### config.mk
export PLATFORM = sky130hd
export DESIGN_NAME = stable_pivot_partition_flat
export DESIGN_NICKNAME = d
export VERILOG_FILES = /design/src/hw/rtl/spp_pkg.sv /design/src/hw/rtl/spp_if.sv /design/src/hw/rtl/spp_ram.sv /design/src/hw/rtl/spp_cls.sv /design/src/hw/rtl/stable_pivot_partition.sv /design/src/flat_wrapper.sv
export SDC_FILE = /design/constraint.sdc
export NUM_CORES = 2
export LEC_CHECK = 0
export BUFFER_PORTS_ARGS = -buffer_cell sky130_fd_sc_hd__buf_2
export CORE_MARGIN = 5
export CORE_UTILIZATION = 45
export CTS_CLUSTER_SIZE = 8
export DETAILED_ROUTE_END_ITERATION = 10
export MAX_ROUTING_LAYER = met4
export SYNTH_ARGS = -nofsm -noshare
export SYNTH_HDL_FRONTEND = slang
export SYNTH_MEMORY_MAX_BITS = 65536
export SYNTH_SLANG_ARGS = --single-unit
### constraint.sdc
create_clock -name clk -period 8.71 [get_ports clk]
set_input_delay 1.742 -clock clk [delete_from_list [all_inputs] [get_ports clk]]
set_output_delay 1.742 -clock clk [all_outputs]
set_load 0.02 [all_outputs]
### src/hw/rtl/spp_pkg.sv
// ----------------------------------------------------------------------------
// spp_pkg
// shared constants and state codes for the pivot partition block
// ----------------------------------------------------------------------------
package spp_pkg;

  localparam int DEF_MAX_POINTS = 64;
  localparam int DEF_COORD_BITS = 32;
  localparam int LOW_COUNT_BITS = 7;

  typedef enum logic [3:0] {
    S_LOAD = 4'b0001,
    S_RD   = 4'b0010,
    S_CHK  = 4'b0100,
    S_OUT  = 4'b1000
  } spp_state_t;

endpackage

### src/hw/rtl/spp_if.sv
// ----------------------------------------------------------------------------
// spp_if
// valid/ready channels for points, results and the pivot register write
// ----------------------------------------------------------------------------
interface spp_pt_if #(parameter int COORD_BITS = 32);
  logic                         valid;
  logic                         ready;
  logic signed [COORD_BITS-1:0] point_x;
  logic signed [COORD_BITS-1:0] point_y;
  logic                         is_last_in;

  modport source (output valid, point_x, point_y, is_last_in, input ready);
  modport sink   (input valid, point_x, point_y, is_last_in, output ready);
endinterface

interface spp_res_if #(parameter int COORD_BITS = 32, parameter int LC_BITS = 7);
  logic                         valid;
  logic                         ready;
  logic signed [COORD_BITS-1:0] out_x;
  logic signed [COORD_BITS-1:0] out_y;
  logic                         below_pivot;
  logic [LC_BITS-1:0]           low_count;
  logic                         dropped;
  logic                         is_last_out;

  modport source (output valid, out_x, out_y, below_pivot, low_count, dropped,
                  is_last_out, input ready);
  modport sink   (input valid, out_x, out_y, below_pivot, low_count, dropped,
                  is_last_out, output ready);
endinterface

interface spp_cfg_if #(parameter int COORD_BITS = 32);
  logic                         valid;
  logic                         ready;
  logic signed [COORD_BITS-1:0] pivot_x;

  modport source (output valid, pivot_x, input ready);
  modport sink   (input valid, pivot_x, output ready);
endinterface

### src/hw/rtl/spp_ram.sv
// ----------------------------------------------------------------------------
// spp_ram
// generic single write port ram with registered read
// ----------------------------------------------------------------------------
module spp_ram #(
  parameter int WIDTH = 8,
  parameter int DEPTH = 64
) (
  input  logic                     clk,
  input  logic                     we,
  input  logic [$clog2(DEPTH)-1:0] waddr,
  input  logic [WIDTH-1:0]         wdata,
  input  logic                     re,
  input  logic [$clog2(DEPTH)-1:0] raddr,
  output logic [WIDTH-1:0]         rdata
);

  logic [WIDTH-1:0] mem [DEPTH];
  logic [WIDTH-1:0] rdata_r;

  always_ff @(posedge clk) begin
    if (we) begin
      mem[waddr] <= wdata;
    end
    if (re) begin
      rdata_r <= mem[raddr];
    end
  end

  assign rdata = rdata_r;

endmodule

### src/hw/rtl/spp_cls.sv
// ----------------------------------------------------------------------------
// spp_cls
// classifies an incoming point against the pivot and packs the store entry
// ----------------------------------------------------------------------------
module spp_cls #(
  parameter int COORD_BITS = 32
) (
  input  logic signed [COORD_BITS-1:0] point_x,
  input  logic signed [COORD_BITS-1:0] point_y,
  input  logic signed [COORD_BITS-1:0] pivot_x,
  output logic [2*COORD_BITS:0]        entry
);

  logic is_low;

  // signed compare, the class is fixed here at load time
  assign is_low = point_x < pivot_x;
  assign entry  = {is_low, point_y, point_x};

endmodule

### src/hw/rtl/stable_pivot_partition.sv
// ----------------------------------------------------------------------------
// stable_pivot_partition
// stable low/high partition of a run of 2-D points around a pivot x
// ----------------------------------------------------------------------------
// Points load one per cycle into a MAX_POINTS-entry store, each tagged low
// when its x is below the pivot in force at that moment. The item marked last
// ends the run; the block then stops taking points and scans the store twice,
// first emitting the low points, then the others, each in arrival order. Each
// scanned entry goes through a registered store read, then a match check,
// and a matching entry holds the output register until taken; only then
// does the scan go on. Points past capacity are dropped and flagged on every
// result.
// ----------------------------------------------------------------------------
module stable_pivot_partition
  import spp_pkg::*;
#(
  parameter int MAX_POINTS = DEF_MAX_POINTS,
  parameter int COORD_BITS = DEF_COORD_BITS
) (
  input  logic       clk,
  input  logic       rst_n,
  spp_pt_if.sink     in_pt,
  spp_res_if.source  out_res,
  spp_cfg_if.sink    cfg_wr
);

  localparam int AW = $clog2(MAX_POINTS);
  localparam int CW = $clog2(MAX_POINTS + 1);
  localparam int EW = 2 * COORD_BITS + 1;

  spp_state_t state_r, state_nxt;
  logic [CW-1:0] fill_r, fill_nxt;
  logic [CW-1:0] tally_r, tally_nxt;
  logic          ovf_r, ovf_nxt;
  logic [AW-1:0] idx_r, idx_nxt;
  logic          pass_r, pass_nxt;
  logic [CW-1:0] emit_r, emit_nxt;
  logic signed [COORD_BITS-1:0] pivot_r;

  logic          ovld_r, ovld_nxt;
  logic signed [COORD_BITS-1:0] ox_r, ox_nxt;
  logic signed [COORD_BITS-1:0] oy_r, oy_nxt;
  logic          obp_r, obp_nxt;
  logic          olast_r, olast_nxt;

  logic          in_acc, out_acc, has_room, end_idx, match;
  logic          ram_we, ram_re;
  logic [EW-1:0] wentry, rentry;

  assign in_pt.ready  = (state_r == S_LOAD);
  assign in_acc       = in_pt.valid && in_pt.ready;
  assign out_acc      = out_res.valid && out_res.ready;
  assign cfg_wr.ready = 1'b1;
  assign has_room     = fill_r < CW'(MAX_POINTS);
  assign ram_we       = in_acc && has_room;
  assign ram_re       = (state_r == S_RD);
  assign end_idx      = (CW'(idx_r) + CW'(1)) == fill_r;
  assign match        = rentry[EW-1] == !pass_r;

  spp_cls #(.COORD_BITS(COORD_BITS)) u_cls (
    .point_x (in_pt.point_x),
    .point_y (in_pt.point_y),
    .pivot_x (pivot_r),
    .entry   (wentry)
  );

  spp_ram #(.WIDTH(EW), .DEPTH(MAX_POINTS)) u_store (
    .clk   (clk),
    .we    (ram_we),
    .waddr (fill_r[AW-1:0]),
    .wdata (wentry),
    .re    (ram_re),
    .raddr (idx_r),
    .rdata (rentry)
  );

  always_comb begin
    logic advance;
    advance   = 1'b0;
    state_nxt = state_r;
    fill_nxt  = fill_r;
    tally_nxt = tally_r;
    ovf_nxt   = ovf_r;
    idx_nxt   = idx_r;
    pass_nxt  = pass_r;
    emit_nxt  = emit_r;
    ovld_nxt  = ovld_r;
    ox_nxt    = ox_r;
    oy_nxt    = oy_r;
    obp_nxt   = obp_r;
    olast_nxt = olast_r;

    case (state_r)
      S_LOAD: begin
        if (in_acc) begin
          if (has_room) begin
            fill_nxt  = fill_r + CW'(1);
            tally_nxt = tally_r + CW'(wentry[EW-1]);
          end else begin
            ovf_nxt = 1'b1;
          end
          if (in_pt.is_last_in) begin
            idx_nxt   = '0;
            pass_nxt  = 1'b0;
            emit_nxt  = '0;
            state_nxt = S_RD;
          end
        end
      end
      S_RD: begin
        state_nxt = S_CHK;
      end
      S_CHK: begin
        if (match) begin
          ovld_nxt  = 1'b1;
          ox_nxt    = rentry[COORD_BITS-1:0];
          oy_nxt    = rentry[2*COORD_BITS-1:COORD_BITS];
          obp_nxt   = !pass_r;
          olast_nxt = (emit_r + CW'(1)) == fill_r;
          state_nxt = S_OUT;
        end else begin
          advance = 1'b1;
        end
      end
      S_OUT: begin
        if (out_acc) begin
          ovld_nxt = 1'b0;
          emit_nxt = emit_r + CW'(1);
          advance  = 1'b1;
        end
      end
      default: begin
        state_nxt = S_LOAD;
      end
    endcase

    if (advance) begin
      if (!end_idx) begin
        idx_nxt   = idx_r + AW'(1);
        state_nxt = S_RD;
      end else if (!pass_r) begin
        idx_nxt   = '0;
        pass_nxt  = 1'b1;
        state_nxt = S_RD;
      end else begin
        fill_nxt  = '0;
        tally_nxt = '0;
        ovf_nxt   = 1'b0;
        state_nxt = S_LOAD;
      end
    end
  end

  always_ff @(posedge clk) begin
    if (!rst_n) begin
      state_r <= S_LOAD;
      fill_r  <= '0;
      tally_r <= '0;
      ovf_r   <= 1'b0;
      idx_r   <= '0;
      pass_r  <= 1'b0;
      emit_r  <= '0;
      ovld_r  <= 1'b0;
      pivot_r <= '0;
    end else begin
      state_r <= state_nxt;
      fill_r  <= fill_nxt;
      tally_r <= tally_nxt;
      ovf_r   <= ovf_nxt;
      idx_r   <= idx_nxt;
      pass_r  <= pass_nxt;
      emit_r  <= emit_nxt;
      ovld_r  <= ovld_nxt;
      if (cfg_wr.valid && cfg_wr.ready) begin
        pivot_r <= cfg_wr.pivot_x;
      end
    end
  end

  always_ff @(posedge clk) begin
    ox_r    <= ox_nxt;
    oy_r    <= oy_nxt;
    obp_r   <= obp_nxt;
    olast_r <= olast_nxt;
  end

  assign out_res.valid       = ovld_r;
  assign out_res.out_x       = ox_r;
  assign out_res.out_y       = oy_r;
  assign out_res.below_pivot = obp_r;
  assign out_res.low_count   = LOW_COUNT_BITS'(tally_r);
  assign out_res.dropped     = ovf_r;
  assign out_res.is_last_out = olast_r;

  // no point is taken while results are pending
  a_no_overlap: assert property (@(posedge clk) disable iff (!rst_n)
    !(in_pt.ready && out_res.valid))
    else $error("input ready while a result is pending");

  // low points all come out in the first pass
  a_class_pass: assert property (@(posedge clk) disable iff (!rst_n)
    out_res.valid |-> (out_res.below_pivot == !pass_r))
    else $error("result class does not match scan pass");

  // never more results than stored points
  a_emit_bound: assert property (@(posedge clk) disable iff (!rst_n)
    out_res.valid |-> (emit_r < fill_r))
    else $error("more results than stored points");

  // after the final result the run is closed or the scan goes on with no result pending
  a_last_done: assert property (@(posedge clk) disable iff (!rst_n)
    (out_res.valid && out_res.ready && out_res.is_last_out) |=>
      (in_pt.ready || (!out_res.valid && emit_r == fill_r)))
    else $error("run not closed after final result");

endmodule
### src/flat_wrapper.sv
// flat-port wrapper written by rule: the top's interface ports become plain ports
module stable_pivot_partition_flat import spp_pkg::*;
#(
  parameter int MAX_POINTS = DEF_MAX_POINTS,
  parameter int COORD_BITS = DEF_COORD_BITS
)
  (clk, rst_n, in_pt_valid, in_pt_point_x, in_pt_point_y, in_pt_is_last_in, in_pt_ready, out_res_valid, out_res_out_x, out_res_out_y, out_res_below_pivot, out_res_low_count, out_res_dropped, out_res_is_last_out, out_res_ready, cfg_wr_valid, cfg_wr_pivot_x, cfg_wr_ready);
  spp_pt_if #(.COORD_BITS(COORD_BITS)) in_pt_i ();
  spp_res_if #(.COORD_BITS(COORD_BITS)) out_res_i ();
  spp_cfg_if #(.COORD_BITS(COORD_BITS)) cfg_wr_i ();
  input  logic clk;
  input  logic rst_n;
  input wire logic [$bits(in_pt_i.valid)-1:0] in_pt_valid;
  input wire logic [$bits(in_pt_i.point_x)-1:0] in_pt_point_x;
  input wire logic [$bits(in_pt_i.point_y)-1:0] in_pt_point_y;
  input wire logic [$bits(in_pt_i.is_last_in)-1:0] in_pt_is_last_in;
  output wire logic [$bits(in_pt_i.ready)-1:0] in_pt_ready;
  output wire logic [$bits(out_res_i.valid)-1:0] out_res_valid;
  output wire logic [$bits(out_res_i.out_x)-1:0] out_res_out_x;
  output wire logic [$bits(out_res_i.out_y)-1:0] out_res_out_y;
  output wire logic [$bits(out_res_i.below_pivot)-1:0] out_res_below_pivot;
  output wire logic [$bits(out_res_i.low_count)-1:0] out_res_low_count;
  output wire logic [$bits(out_res_i.dropped)-1:0] out_res_dropped;
  output wire logic [$bits(out_res_i.is_last_out)-1:0] out_res_is_last_out;
  input wire logic [$bits(out_res_i.ready)-1:0] out_res_ready;
  input wire logic [$bits(cfg_wr_i.valid)-1:0] cfg_wr_valid;
  input wire logic [$bits(cfg_wr_i.pivot_x)-1:0] cfg_wr_pivot_x;
  output wire logic [$bits(cfg_wr_i.ready)-1:0] cfg_wr_ready;
  assign in_pt_i.valid = in_pt_valid;
  assign in_pt_i.point_x = in_pt_point_x;
  assign in_pt_i.point_y = in_pt_point_y;
  assign in_pt_i.is_last_in = in_pt_is_last_in;
  assign in_pt_ready = in_pt_i.ready;
  assign out_res_valid = out_res_i.valid;
  assign out_res_out_x = out_res_i.out_x;
  assign out_res_out_y = out_res_i.out_y;
  assign out_res_below_pivot = out_res_i.below_pivot;
  assign out_res_low_count = out_res_i.low_count;
  assign out_res_dropped = out_res_i.dropped;
  assign out_res_is_last_out = out_res_i.is_last_out;
  assign out_res_i.ready = out_res_ready;
  assign cfg_wr_i.valid = cfg_wr_valid;
  assign cfg_wr_i.pivot_x = cfg_wr_pivot_x;
  assign cfg_wr_ready = cfg_wr_i.ready;
  stable_pivot_partition #(.MAX_POINTS(MAX_POINTS), .COORD_BITS(COORD_BITS)) u_core (.clk(clk), .rst_n(rst_n), .in_pt(in_pt_i), .out_res(out_res_i), .cfg_wr(cfg_wr_i));
endmodule
==> impl_metrics.tcl <==
set metrics [dict create \
    run_status "complete, no violations" \
    drv.max_cap_violation_count 0 \
    net_count_after_synthesis 7128 \
    post_cts.resized_instances 0 \
    synth_cell_types 59 \
    core_area_mm2 0.366 \
    synth_top_flop_cell "sky130_fd_sc_hd__edfxtp_1" \
    synth.avg_cell_area_um2 23.7 \
    fin_crit_sh_pct 57.2 \
    track_usage_pct 25.7 \
    detailed_place.area_mm2 0.174 \
    number_of_remaining_drc_errors 0 \
    fraction_of_power_consumed_by_sequential_logic_pct 51.2 \
    timing.setup.tns_ps 0 \
    final_cell_count_no_fill 12700 \
    cts_made_buffers 616 \
    area_growth_pct 15.2 \
    number_of_antenna_violations_at_the_first_check_in_global_routing 38 \
    worst_path_max_delay_cell "sky130_fd_sc_hd__nor2_4" \
    cts_tree "built" \
    cp_cell_sequence "or4b_2 -> nor3_2 -> buf_4 -> nand3_1 -> nor2_4 -> buf_4" \
    drt_iter0_markers 12300 \
    worst_ep_required_time_ps 9340 \
    grt_overflow_total 0 \
    synth.mux.area_fraction_pct 16.9 \
    powerDensity_mw_per_mm2 238 \
    grt_pass1_vias 82000 \
    post_synth_instance_area_mm2 0.165 \
    post_synthesis_sequential_area_ratio_pct 78.7 \
    p_comb_share_pct 1.7 \
    maxSlewHeadroom_pct 7.57 \
    placementRows 222 \
    finClkSkew_ps 64.4 \
    cts_hold_buffers 0 \
    final-setup-viol-count 0 \
    tightestPinTransition_ps 1390 \
    cp_slowest_stage_delay_ps 1040 \
    switching_share_pct 20.5 \
    crit_arrival_ps 5620 \
    io_pins 179 \
    cell_internal_pwr_mw 36.1 \
    synth-async-reset-ratio_pct 0 \
    synth_fa_ha_area_share_pct 0.272 \
    clock_tree.htree_level_count 6 \
    fin_crit_ps 4990 \
    floorplan.die.width_um 616 \
    finish.utilization_pct 52.1 \
    report.final.slew_viol_count 0 \
    global_route_wire_length_before_repair_mm 667 \
    route.vias.total 81400 \
    fmax_mhz 201 \
    clock_latency_ps 1040 \
    fillerInstances 27600 \
    syn_inst 6990 \
    leakagePower_nw 57.9 \
    synth-warning-count 0 \
    timing.critical_path.to_type "register" \
    power_switching_mw 9.28 \
    area_enclosed_by_the_die_boundary_mm2 0.380 \
    yosys.area_share.simple_pct 0.988 \
    finalInstanceArea_mm2 0.191 \
    die-height_um 616 \
    worst_setup_sp_type "register" \
    synth_seq_cells 4357 \
    detail_route.wirelength_mm 481 \
    clock-root-buffer "sky130_fd_sc_hd__clkbuf_16" \
    num-nets-final 7822 \
    number_of_flops_mapped_to_enable_cells_by_yosys 4291 \
    timing.reg2reg.worst_path_depth 6 \
    synth_compound_area_share_pct 1.79 \
    min_path_type "register to register" \
    cpMostUsedCell "sky130_fd_sc_hd__buf_4" \
    post_synth_xor_xnor_area_pct 0.148 \
    routed_via_density 6.43 \
    hold_viol 0 \
    worstSetupPathType "register to register" \
    routabilityCongestion 0.827 \
    ant_nets 0 \
    detailedRoute.firstPassIterationCount 6 \
    post-place-cells 11900 \
    cp_max_fo 27 \
    grt_start_max_net_pins 114 \
    initial_utilization_pct 45.2 \
    drive_gt1_share_pct 30.3 \
    clockBufferDepth 4 \
    worst_setup_hold_path_clk_slew_ps 50 \
    dominant_combinational_cell_family_by_area_after_synthesis "multiplexers" \
    routed_wire_length_per_instance_um 38.0 \
    port_bufs 177 \
    clockPowerShare_pct 47.2 \
    sink_count_of_the_clock_tree 4357 \
    dp.final_hpwl_mm 267 \
    vdd_drop_max_uv 223 \
    unrepaired_setup_endpoints_after_global_routing "no" \
    hold_depth 0 \
    cts_setup_buffers 0 \
]
## metal layers
metal  up-vias  global-route usage [%]  share of wire [%]
met5         -                       -                  0
li1      31300                       -                  -
met2      4852                    39.1                 47
met4         0                    7.80                3.3
met1     44500                    35.9                 40
met3       790                    4.83                9.6
## cell usage in the layout (no fill, tap or decap), types with 35 or more instances in the layout
| cell type | count |
|---|---|
| sky130_fd_sc_hd__nand3_1 | 35 |
| sky130_fd_sc_hd__nor2_4 | 70 |
| sky130_fd_sc_hd__dfxtp_1 | 60 |
| sky130_fd_sc_hd__buf_4 | 235 |
| sky130_fd_sc_hd__inv_1 | 37 |
| sky130_fd_sc_hd__a21oi_1 | 87 |
| sky130_fd_sc_hd__o221ai_1 | 65 |
| sky130_fd_sc_hd__mux2i_1 | 200 |
| sky130_fd_sc_hd__nor2_1 | 82 |
| sky130_fd_sc_hd__nand2_1 | 101 |
| sky130_fd_sc_hd__edfxtp_1 | 4291 |
| sky130_fd_sc_hd__a22oi_1 | 68 |
| sky130_fd_sc_hd__clkbuf_16 | 620 |
| sky130_fd_sc_hd__o22ai_1 | 61 |
| sky130_fd_sc_hd__o21ai_0 | 60 |
| sky130_fd_sc_hd__mux4_2 | 1155 |
| sky130_fd_sc_hd__ha_1 | 36 |
| sky130_fd_sc_hd__buf_2 | 177 |
| sky130_fd_sc_hd__clkbuf_1 | 85 |
## cell families after synthesis
logic type                 after synthesis
buffers and inverters                  411
and+or+nand+nor                        363
other                                    1
DFF                                   4357
adders and majority gates               36
muxes                                 1356
xor gates and xnor gates                28
AOI/OAI and AO/OA                      438
## flip-flops by register name, indices dropped and copies added (netlist names), 7 cells and up
signal,cells
u_core.u_store.mem,4160
u_core.u_store.rdata,65
u_core.out_res.out_x,32
u_core.out_res.out_y,32
u_core.pivot_r,32
u_core.emit_r,7
u_core.fill_r,7
u_core.out_res.low_count,7
## worst max-delay path: cells and delay by family, from the launching register on
family | cells | cell delay, ps
buffers and inverters | 2 | 1010
AND/OR/NAND/NOR | 4 | 3130
flip-flops | 1 | 350
## power by group through the flow
stage / sequential [mW] / clock [mW] / combinational, mW
2_1_floorplan: 23.6 / 0 / 0.185
3_3_place_gp: 23.6 / 0 / 0.735
3_5_place_dp: 23.6 / 0 / 0.760
4_1_cts: 23.2 / 21.7 / 0.760
5_1_grt: 23.2 / 22.7 / 0.797
6_report: 23.2 / 21.4 / 0.759
## synth_stat cells (36+ instances only)
library cell               count  share of area (%)
sky130_fd_sc_hd__inv_1        38              0.086
sky130_fd_sc_hd__nand2_1     103               0.23
sky130_fd_sc_hd__buf_1        39              0.089
sky130_fd_sc_hd__o221ai_1     65               0.34
sky130_fd_sc_hd__clkbuf_1    151               0.34
sky130_fd_sc_hd__edfxtp_1   4291                 78
sky130_fd_sc_hd__dfxtp_1      66               0.80
sky130_fd_sc_hd__o21ai_0      60               0.18
sky130_fd_sc_hd__a22oi_1      68               0.31
sky130_fd_sc_hd__a21oi_1      87               0.26
sky130_fd_sc_hd__buf_2       142               0.43
sky130_fd_sc_hd__o22ai_1      61               0.23
sky130_fd_sc_hd__ha_1         36               0.27
sky130_fd_sc_hd__mux2i_1     200                1.2
sky130_fd_sc_hd__mux4_2     1155                 16
sky130_fd_sc_hd__nor2_1      152               0.34
## cell type report
type / instances / area (µm²) / area share (%)
repair buffers: 446 / 3330 / 1.75
inverters: 41 / 161 / 0.0847
clock buffers: 705 / 15800 / 8.31
diodes: 14 / 35.0 / 0.0184
clock inverters: 58 / 1060 / 0.557
well taps: 4816 / 6030 / 3.16
multi-input cells: 2222 / 33900 / 17.8
flip-flops and latches: 4357 / 130000 / 68.3
## per-stage QoR
| step | total power, mW | hold slack, ps | setup slack, ps |
|---|---|---|---|
| 2_1_floorplan | 23.8 | 400 | 864 |
| 3_3_place_gp | 24.3 | 403 | 2870 |
| 3_5_place_dp | 24.3 | 405 | 2890 |
| 4_1_cts | 45.6 | 388 | 3710 |
| 5_1_grt | 46.6 | 418 | 3630 |
| 6_report | 45.3 | 401 | 3720 |
## worst paths after layout
path | from | endpoint | slack, ps
max | u_core.state_r[1] | u_core.u_store.mem[5][29] | 3720
min | u_core.u_store.rdata[32] | u_core.out_res.out_y[0] | 400
max reg2reg | u_core.state_r[1] | u_core.u_store.mem[5][29] | 3720
min reg2reg | u_core.u_store.rdata[32] | u_core.out_res.out_y[0] | 400
Note: power is estimated with default switching activity, not from simulation.
